## src/sv/tlbq_pkg.sv

```systemverilog
`timescale 1ns / 1ps
// ----------------------------------------------------------------------------
// tlbq_pkg: shared types and constants for the broadcast queue
// Status codes, opcodes, fixed field widths and the per-cell control struct.
// ----------------------------------------------------------------------------
package tlbq_pkg;

  // Fixed field widths
  localparam int SEND_W    = 8;
  localparam int SEQ_W     = 32;
  localparam int STATUS_W  = 3;
  localparam int OUT_KEY_W = 16;
  localparam int LIMIT_W   = 8;

  // Transmit limit after reset
  localparam logic [LIMIT_W-1:0] LIMIT_RESET = 8'd3;

  // Opcodes
  typedef enum logic {
    OP_PUSH = 1'b0,
    OP_POP  = 1'b1
  } opcode_t;

  // Result status codes
  typedef enum logic [STATUS_W-1:0] {
    ST_PUSHED_NEW   = 3'd0,
    ST_REPLACED     = 3'd1,
    ST_POPPED_KEPT  = 3'd2,
    ST_POPPED_RETIR = 3'd3,
    ST_EMPTY        = 3'd4,
    ST_FULL_REJECT  = 3'd5
  } status_t;

  // Per-cell control: rotate one place along the ring, or load a new entry
  typedef struct packed {
    logic shift;
    logic load;
  } cell_ctl_t;

endpackage

```

## src/sv/transmit_limited_broadcast_queue.sv

```systemverilog
`timescale 1ns / 1ps
// ----------------------------------------------------------------------------
// transmit_limited_broadcast_queue: gossip broadcast queue with send limit
// Push/pop queue of keyed entries held in a rotating ring of cells.
// ----------------------------------------------------------------------------
// Usage:
//   Input channel (in_valid/in_ready) carries one transaction: in_opcode
//   selects push of in_item_key or pop of the next entry. Every transaction
//   yields exactly one result on the output channel (out_valid/out_ready):
//   out_status, out_key and out_occupancy after the operation.
//   cfg_wr_en/cfg_wr_data write the transmit limit; write it only while idle.
// Operation:
//   After acceptance the ring rotates once through all DEPTH cells so each
//   entry passes the head cell once (key match, free slot, best pop
//   candidate), then the apply step writes the chosen cell and loads the
//   result register. The scan examines one entry per cycle, and a new
//   transaction is taken only after the previous one has been applied.
// Reset:
//   rst_n (synchronous, active low) empties the queue, zeroes the sequence
//   counter and sets the transmit limit to 3.
// Stall:
//   The result register holds while out_ready is low; the next transaction
//   is still accepted and scanned, and waits in the apply step until the
//   result register frees up.
// ----------------------------------------------------------------------------
module transmit_limited_broadcast_queue #(
  parameter int DEPTH    = 16,
  parameter int KEY_BITS = 16
) (
  input  logic                                clk,
  input  logic                                rst_n,
  // input channel
  input  logic                                in_valid,
  output logic                                in_ready,
  input  logic                                in_opcode,
  input  logic [KEY_BITS-1:0]                 in_item_key,
  // result channel
  output logic                                out_valid,
  input  logic                                out_ready,
  output logic [tlbq_pkg::STATUS_W-1:0]       out_status,
  output logic [tlbq_pkg::OUT_KEY_W-1:0]      out_key,
  output logic [$clog2(DEPTH+1)-1:0]          out_occupancy,
  // configuration
  input  logic                                cfg_wr_en,
  input  logic [tlbq_pkg::LIMIT_W-1:0]        cfg_wr_data
);
  import tlbq_pkg::*;

  localparam int IDXW  = $clog2(DEPTH);
  localparam int OCC_W = $clog2(DEPTH+1);
  localparam logic [IDXW-1:0]  LAST_STEP = IDXW'(DEPTH - 1);
  localparam logic [OCC_W-1:0] OCC_FULL  = OCC_W'(DEPTH);

  typedef enum logic [1:0] {
    S_IDLE,
    S_SCAN,
    S_APPLY
  } state_t;

  // ring of cells
  logic                cell_valid [DEPTH];
  logic [KEY_BITS-1:0] cell_key   [DEPTH];
  logic [SEND_W-1:0]   cell_sends [DEPTH];
  logic [SEQ_W-1:0]    cell_seq   [DEPTH];
  logic [DEPTH-1:0]    valid_vec;

  // control state
  state_t              state_r;
  logic [IDXW-1:0]     step_r;
  opcode_t             op_r;
  logic [KEY_BITS-1:0] key_r;
  logic [LIMIT_W-1:0]  limit_r;
  logic [SEQ_W-1:0]    seq_cnt_r;
  logic [OCC_W-1:0]    occ_r;

  // scan results
  logic                hit_r;
  logic [IDXW-1:0]     hit_idx_r;
  logic                free_r;
  logic [IDXW-1:0]     free_idx_r;
  logic                best_r;
  logic [IDXW-1:0]     best_idx_r;
  logic [KEY_BITS-1:0] best_key_r;
  logic [SEND_W-1:0]   best_sends_r;
  logic [SEQ_W-1:0]    best_seq_r;

  // result register
  logic                 out_valid_r;
  logic [STATUS_W-1:0]  out_status_r;
  logic [OUT_KEY_W-1:0] out_key_r;
  logic [OCC_W-1:0]     out_occ_r;

  // apply-step decisions
  logic                 apply_go;
  logic                 store;
  logic [IDXW-1:0]      tgt_idx;
  logic                 ld_valid;
  logic [KEY_BITS-1:0]  ld_key;
  logic [SEND_W-1:0]    ld_sends;
  logic [SEQ_W-1:0]     ld_seq;
  logic [SEQ_W-1:0]     seq_cnt_nxt;
  logic [OCC_W-1:0]     occ_nxt;
  status_t              status_nxt;
  logic [OUT_KEY_W-1:0] okey_nxt;
  logic [SEND_W:0]      sends_inc;
  logic                 head_better;
  logic                 scanning;

  assign scanning = (state_r == S_SCAN);

  // cell instances; cell j takes from cell j+1, the last from cell 0
  for (genvar j = 0; j < DEPTH; j++) begin : g_cell
    localparam int NB = (j + 1) % DEPTH;
    cell_ctl_t ctl;

    assign ctl = '{shift: scanning,
                   load:  (apply_go && store && (tgt_idx == IDXW'(j)))};

    tlbq_cell #(
      .KEY_BITS (KEY_BITS)
    ) u_cell (
      .clk        (clk),
      .rst_n      (rst_n),
      .ctl_i      (ctl),
      .nb_valid_i (cell_valid[NB]),
      .nb_key_i   (cell_key[NB]),
      .nb_sends_i (cell_sends[NB]),
      .nb_seq_i   (cell_seq[NB]),
      .ld_valid_i (ld_valid),
      .ld_key_i   (ld_key),
      .ld_sends_i (ld_sends),
      .ld_seq_i   (ld_seq),
      .valid_o    (cell_valid[j]),
      .key_o      (cell_key[j]),
      .sends_o    (cell_sends[j]),
      .seq_o      (cell_seq[j])
    );

    assign valid_vec[j] = cell_valid[j];
  end

  // head cell vs. current pop candidate: fewer sends, then newer id
  assign head_better = cell_valid[0] &&
                       (!best_r ||
                        (cell_sends[0] < best_sends_r) ||
                        ((cell_sends[0] == best_sends_r) && (cell_seq[0] > best_seq_r)));

  // apply step: pick the target cell, new entry and result
  always_comb begin
    store       = 1'b0;
    tgt_idx     = '0;
    ld_valid    = 1'b1;
    ld_key      = key_r;
    ld_sends    = '0;
    ld_seq      = seq_cnt_r + 1'b1;
    seq_cnt_nxt = seq_cnt_r;
    occ_nxt     = occ_r;
    status_nxt  = ST_EMPTY;
    okey_nxt    = '0;
    sends_inc   = {1'b0, best_sends_r} + 1'b1;
    case (op_r)
      OP_PUSH: begin
        if (hit_r) begin
          store       = 1'b1;
          tgt_idx     = hit_idx_r;
          seq_cnt_nxt = seq_cnt_r + 1'b1;
          status_nxt  = ST_REPLACED;
        end else if (free_r) begin
          store       = 1'b1;
          tgt_idx     = free_idx_r;
          seq_cnt_nxt = seq_cnt_r + 1'b1;
          occ_nxt     = occ_r + 1'b1;
          status_nxt  = ST_PUSHED_NEW;
        end else begin
          status_nxt  = ST_FULL_REJECT;
        end
      end
      OP_POP: begin
        if (best_r) begin
          store    = 1'b1;
          tgt_idx  = best_idx_r;
          ld_key   = best_key_r;
          ld_sends = sends_inc[SEND_W-1:0];
          ld_seq   = best_seq_r;
          okey_nxt = OUT_KEY_W'(best_key_r);
          if (sends_inc >= {1'b0, limit_r}) begin
            ld_valid   = 1'b0;
            occ_nxt    = occ_r - 1'b1;
            status_nxt = ST_POPPED_RETIR;
          end else begin
            status_nxt = ST_POPPED_KEPT;
          end
        end else begin
          status_nxt = ST_EMPTY;
        end
      end
      default: begin
        status_nxt = ST_EMPTY;
      end
    endcase
  end

  assign apply_go = (state_r == S_APPLY) && (!out_valid_r || out_ready);

  // transmit limit register
  always_ff @(posedge clk) begin
    if (!rst_n) begin
      limit_r <= LIMIT_RESET;
    end else if (cfg_wr_en) begin
      limit_r <= cfg_wr_data;
    end
  end

  // sequencer: state, scan trackers, counters and result register
  always_ff @(posedge clk) begin
    if (!rst_n) begin
      state_r      <= S_IDLE;
      step_r       <= '0;
      op_r         <= OP_PUSH;
      key_r        <= '0;
      seq_cnt_r    <= '0;
      occ_r        <= '0;
      hit_r        <= 1'b0;
      hit_idx_r    <= '0;
      free_r       <= 1'b0;
      free_idx_r   <= '0;
      best_r       <= 1'b0;
      best_idx_r   <= '0;
      best_key_r   <= '0;
      best_sends_r <= '0;
      best_seq_r   <= '0;
      out_valid_r  <= 1'b0;
      out_status_r <= '0;
      out_key_r    <= '0;
      out_occ_r    <= '0;
    end else begin
      // result valid: set on apply, cleared once taken
      if (apply_go) begin
        out_valid_r <= 1'b1;
      end else if (out_ready) begin
        out_valid_r <= 1'b0;
      end
      case (state_r)
        S_IDLE: begin
          if (in_valid) begin
            op_r    <= opcode_t'(in_opcode);
            key_r   <= in_item_key;
            step_r  <= '0;
            hit_r   <= 1'b0;
            free_r  <= 1'b0;
            best_r  <= 1'b0;
            state_r <= S_SCAN;
          end
        end
        S_SCAN: begin
          // head cell holds slot step_r this cycle
          if (cell_valid[0] && !hit_r && (cell_key[0] == key_r)) begin
            hit_r     <= 1'b1;
            hit_idx_r <= step_r;
          end
          if (!cell_valid[0] && !free_r) begin
            free_r     <= 1'b1;
            free_idx_r <= step_r;
          end
          if (head_better) begin
            best_r       <= 1'b1;
            best_idx_r   <= step_r;
            best_key_r   <= cell_key[0];
            best_sends_r <= cell_sends[0];
            best_seq_r   <= cell_seq[0];
          end
          step_r <= step_r + 1'b1;
          if (step_r == LAST_STEP) begin
            state_r <= S_APPLY;
          end
        end
        S_APPLY: begin
          if (apply_go) begin
            seq_cnt_r    <= seq_cnt_nxt;
            occ_r        <= occ_nxt;
            out_status_r <= status_nxt;
            out_key_r    <= okey_nxt;
            out_occ_r    <= occ_nxt;
            state_r      <= S_IDLE;
          end
        end
        default: begin
          state_r <= S_IDLE;
        end
      endcase
    end
  end

  assign in_ready      = (state_r == S_IDLE);
  assign out_valid     = out_valid_r;
  assign out_status    = out_status_r;
  assign out_key       = out_key_r;
  assign out_occupancy = out_occ_r;

  // occupancy count tracks the valid bits in the ring
  a_occ_matches: assert property (@(posedge clk) disable iff (!rst_n)
    $countones(valid_vec) == int'(occ_r))
    else $error("occupancy counter out of step with valid bits");

  // never more entries than cells
  a_occ_bound: assert property (@(posedge clk) disable iff (!rst_n)
    occ_r <= OCC_FULL)
    else $error("occupancy above depth");

  // a rejected push only happens with every cell occupied
  a_full_reject: assert property (@(posedge clk) disable iff (!rst_n)
    (apply_go && (status_nxt == ST_FULL_REJECT)) |-> (occ_r == OCC_FULL))
    else $error("push rejected while a slot was free");

  // retiring a popped entry drops occupancy by one
  a_retire_occ: assert property (@(posedge clk) disable iff (!rst_n)
    (apply_go && (status_nxt == ST_POPPED_RETIR)) |=> (occ_r == $past(occ_r) - 1'b1))
    else $error("retire did not reduce occupancy");

  // ring scan advances one slot per cycle
  a_scan_step: assert property (@(posedge clk) disable iff (!rst_n)
    (scanning && (step_r != LAST_STEP)) |=> (scanning && (step_r == $past(step_r) + 1'b1)))
    else $error("scan step skipped or stopped early");

endmodule

```

## src/sv/tlbq_cell.sv

```systemverilog
`timescale 1ns / 1ps
// ----------------------------------------------------------------------------
// tlbq_cell: one queue entry in the rotating ring
// Holds valid, key, transmit count and sequence id. On shift it takes the
// entry of its neighbor; on load it takes the entry written by the control.
// ----------------------------------------------------------------------------
module tlbq_cell #(
  parameter int KEY_BITS = 16
) (
  input  logic                       clk,
  input  logic                       rst_n,
  input  tlbq_pkg::cell_ctl_t        ctl_i,
  // neighbor entry
  input  logic                       nb_valid_i,
  input  logic [KEY_BITS-1:0]        nb_key_i,
  input  logic [tlbq_pkg::SEND_W-1:0] nb_sends_i,
  input  logic [tlbq_pkg::SEQ_W-1:0] nb_seq_i,
  // load entry
  input  logic                       ld_valid_i,
  input  logic [KEY_BITS-1:0]        ld_key_i,
  input  logic [tlbq_pkg::SEND_W-1:0] ld_sends_i,
  input  logic [tlbq_pkg::SEQ_W-1:0] ld_seq_i,
  // held entry
  output logic                       valid_o,
  output logic [KEY_BITS-1:0]        key_o,
  output logic [tlbq_pkg::SEND_W-1:0] sends_o,
  output logic [tlbq_pkg::SEQ_W-1:0] seq_o
);
  import tlbq_pkg::*;

  logic                valid_r;
  logic [KEY_BITS-1:0] key_r;
  logic [SEND_W-1:0]   sends_r;
  logic [SEQ_W-1:0]    seq_r;

  // valid bit: cleared by reset
  always_ff @(posedge clk) begin
    if (!rst_n) begin
      valid_r <= 1'b0;
    end else if (ctl_i.load) begin
      valid_r <= ld_valid_i;
    end else if (ctl_i.shift) begin
      valid_r <= nb_valid_i;
    end
  end

  // payload: only meaningful while valid
  always_ff @(posedge clk) begin
    if (ctl_i.load) begin
      key_r   <= ld_key_i;
      sends_r <= ld_sends_i;
      seq_r   <= ld_seq_i;
    end else if (ctl_i.shift) begin
      key_r   <= nb_key_i;
      sends_r <= nb_sends_i;
      seq_r   <= nb_seq_i;
    end
  end

  assign valid_o = valid_r;
  assign key_o   = key_r;
  assign sends_o = sends_r;
  assign seq_o   = seq_r;

endmodule
```

## config.mk

```make
export PLATFORM = sky130hd
export DESIGN_NAME = transmit_limited_broadcast_queue
export DESIGN_NICKNAME = d
export VERILOG_FILES = /design/src/sv/tlbq_pkg.sv /design/src/sv/transmit_limited_broadcast_queue.sv /design/src/sv/tlbq_cell.sv
export SDC_FILE = /design/constraint.sdc
export NUM_CORES = 2
export LEC_CHECK = 0
export ABC_AREA = 0
export BUFFER_PORTS_ARGS = -buffer_cell sky130_fd_sc_hd__buf_2
export CAP_MARGIN = 20
export CORE_ASPECT_RATIO = 1.2
export CORE_MARGIN = 8
export CORE_UTILIZATION = 51
export CTS_BUF_LIST = sky130_fd_sc_hd__clkbuf_8
export DETAILED_ROUTE_END_ITERATION = 8
export GPL_TIMING_DRIVEN = 0
export HOLD_SLACK_MARGIN = 0.12
export PLACE_DENSITY = 0.69
export SLEW_MARGIN = 5
export SYNTH_ARGS = -nofsm -noshare
export SYNTH_HDL_FRONTEND = slang
export SYNTH_SLANG_ARGS = --single-unit
```

## constraint.sdc

```tcl
create_clock -name clk -period 3.9 [get_ports clk]
set_clock_uncertainty 0.05 [all_clocks]
set_input_delay 0 -clock clk [delete_from_list [all_inputs] [get_ports clk]]
set_output_delay 0 -clock clk [all_outputs]
set_load 0.02 [all_outputs]
```

==> flow_metrics.py <==
metrics = {
    "outcome": {
        "status": "complete, no violations",
    },
    "placed_design": {
        "dp_hpwl_um": 80800,
        "place_area_um2": 47900,
        "gp_congestion": 0.913,
        "port_buffers": 54,
    },
    "setup_path": {
        "required_ps": 4340,
        "cp.arrival_ps": 4300,
        "startpoint_type": "flop",
        "critPathMaxFanout": 30,
        "critPathKind": "reg2reg",
        "r2r-start": "state_r[1]",
        "reg2reg_slack_ps": 40,
        "end_kind": "flop",
        "cp-startpoint": "state_r[1]",
    },
    "logic_synthesis": {
        "yosysWarnings": 0,
        "synth.distinct_cells": 68,
        "synth_nets": 4254,
        "synthesis.area_um2": 45900,
        "async_flop_share": 0,
        "synth_edf_count": 896,
        "synth_seq_area_share": 0.663,
        "synth_cells": 4169,
        "ys.flop_type": "edfxtp_1",
        "ys_ff_latch": 1071,
        "syn_avg_cell_area_um2": 11.0,
    },
    "clock_network": {
        "clk_latency_ps": 820,
        "htree_levels": 4,
        "clockRootBuffer": "clkbuf_8",
        "numCtsBuffers": 161,
        "cts.sinks": 1071,
        "clockBufferDepth": 3,
        "cts_tree": "done",
        "path_clk_slew_ps": 60,
    },
    "routing": {
        "drc": 0,
        "wl_met3_um": 6430,
        "drt_pre_antenna_iters": 6,
        "routed_wl_um": 110000,
        "drt_iter0_drc": 2674,
        "wire_per_inst_um": 19.0,
        "highest_layer": "met4",
        "m1WireLength_um": 46600,
        "vias_per_cell": 5.44,
        "ant_nets": 0,
        "wl_met2_um": 53200,
        "vias": 31400,
    },
    "die": {
        "rows": 120,
        "start_util": 0.514,
        "ioPinCount": 56,
        "die_area_um2": 99800,
        "die_w_um": 290,
        "core_area_um2": 89200,
        "die_y_um": 345,
    },
    "global_routing": {
        "grt_pass1_vias": 30100,
        "antenna_found_initial": 3,
        "overflow": 0,
        "grt_max_degree": 57,
        "globalRouteTotalUtil": 0.220,
        "grt_pass1_wl_um": 170000,
    },
    "power": {
        "ir_drop_mv": 0.240,
        "power_mw": 22.9,
        "p_leak_nw": 20.5,
        "power_density_nw_per_um2": 440,
    },
    "sta": {
        "hold_viol_final": 0,
        "setup_viol": 0,
        "period_share": 0.989,
        "min_period_ps": 3860,
        "timing.fmax_mhz": 259,
        "rsz0062_at_grt": "yes",
        "holdWs_ps": 200,
        "report.final.slew_viol_count": 0,
        "maxSlewHeadroom": 0.326,
        "worst_pin_slew_ps": 1000,
    },
    "final_layout": {
        "area_growth_pct": 13.3,
        "fin_util": 0.583,
        "nNetsFinal": 4574,
        "drive_gt1_frac": 0.0845,
        "postLayoutCellArea_um2": 52000,
    },
    "worst_hold_path": {
        "min_from": "cfg_wr_en",
        "hp-class": "in2reg",
    },
    "flow_run": {
        "cap_violations": 0,
    },
}
-- cells in the mapped netlist (3+ instances only) --
library cell     n  area, um2
a211oi_1        20        150
a21o_1          10       75.1
a21oi_1         81        405
a22oi_1          3       22.5
a31oi_1          3       18.8
and2_1           8       50.1
and3_1           5       31.3
buf_1           18       67.6
buf_2           21        105
buf_6           13        146
clkbuf_1       251        942
clkbuf_2         5       25.0
clkbuf_8        10        138
dfxtp_1        175       3500
edfxtp_1       896      26900
ha_1            54        676
inv_1           57        214
mux2i_1        116       1160
nand2_1       1147       4310
nand2b_1        12       75.1
nand3_1         41        205
nand3b_1         5       37.5
nand4_1         24        150
nor2_1         116        435
nor2b_1          4       25.0
nor3_1          12       60.1
nor4_1           7       43.8
nor4_4           3       63.8
o211ai_1         3       22.5
o21ai_0        862       4310
o21ai_1         39        195
o21ai_2         15        131
or3_1           10       62.6
xnor2_1         43        377
xor2_1          39        342
-- what timing repair did --
item / in CTS / in global routing
hold buffers: 100 / 0
resized for setup: 19 / 16
endpoints found under the setup margin: 780 / 419
hold endpoints to repair: 144 / 0
setup buffers: 0 / 0
-- layout make-up --
type / count / area (um2)
multi-input combinational: 2716 / 13900
clock inverter: 115 / 528
clock buffer: 176 / 2420
sequential: 1071 / 30400
tap: 1159 / 1450
antenna: 3 / 7.51
fill: 7018 / 37200
buffer: 311 / 1440
timing repair buffer: 170 / 1580
inverter: 58 / 218
-- cells in the final DEF, fill, tap and decap left out, drive strengths merged, types with 13 or more instances in the layout --
cell	instances
a21oi	82
o21ai	916
ha	54
xnor2	43
dlygate4sd3	100
inv	131
clkinv	33
dfxtp	175
mux2i	116
a211oi	20
nand3	41
edfxtp	896
buf	124
nor2	116
nor3	13
clkbuf	430
nand4	25
xor2	39
nand2	1147
-- flip-flops by register name, indices dropped and copies added (netlist names), 5 cells and up --
name                   flops
best_sends_r               8
g_cell.u_cell.sends_o    128
g_cell.u_cell.key_o      256
best_seq_r                32
out_occupancy              5
key_r                     16
best_key_r                16
g_cell.u_cell.seq_o      512
g_cell.u_cell.valid_o     16
out_key                   16
seq_cnt_r                 32
limit_r                    8
-- metal layers --
layer,GRT usage,vias up
met1,0.284,14900
met2,0.371,1023
li1,-,15300
met4,0.0794,0
met5,0,-
met3,0.0391,221
-- worst paths after layout --
path	depth (start not counted)	to
setup / recovery	9	g_cell[10].u_cell.key_o[6]
hold / removal	3	limit_r[1]
setup reg to reg	9	g_cell[10].u_cell.key_o[6]
hold reg to reg	2	out_key[2]
-- worst max-delay path: stages, from the launching register on --
cell and delay [ps]:
dfxtp_1 500, nand2b_1 170, nor2b_2 270, o21ai_1 310
nor3_2 540, nand2_1 460, clkbuf_2 400, clkbuf_8 260
nand2_4 290, buf_12 250
-- through the flow --
stage / setup slack, ps / cells / setup TNS (ps)
after floorplan: 299 / 4169 / 0
after global placement: -1710 / 5382 / -1094130
after detailed placement: -573 / 5398 / -161360
after CTS: 9.02 / 5779 / 0
after global routing: -56.4 / 5779 / -1940
final: 43.5 / 5779 / 0
-- cell families after synthesis --
logic type	share of synthesized area
AND/OR/NAND/NOR	0.124
flip-flops	0.663
AO/OA/AOI/OAI	0.119
buffers and inverters	0.0370
multiplexers	0.0256
XOR/XNOR	0.0157
adder cells (fa/ha/maj)	0.0152
-- power by group --
| part | internal [mW] | switching, mW | leakage [nW] |
|---|---|---|---|
| Combinational | 0.367 | 0.715 | 8.81 |
| Clock | 4.22 | 4.33 | 1.74 |
| Sequential | 13.0 | 0.192 | 9.94 |
| Total | 17.6 | 5.24 | 20.5 |
Power figures use the tool's default switching activity.
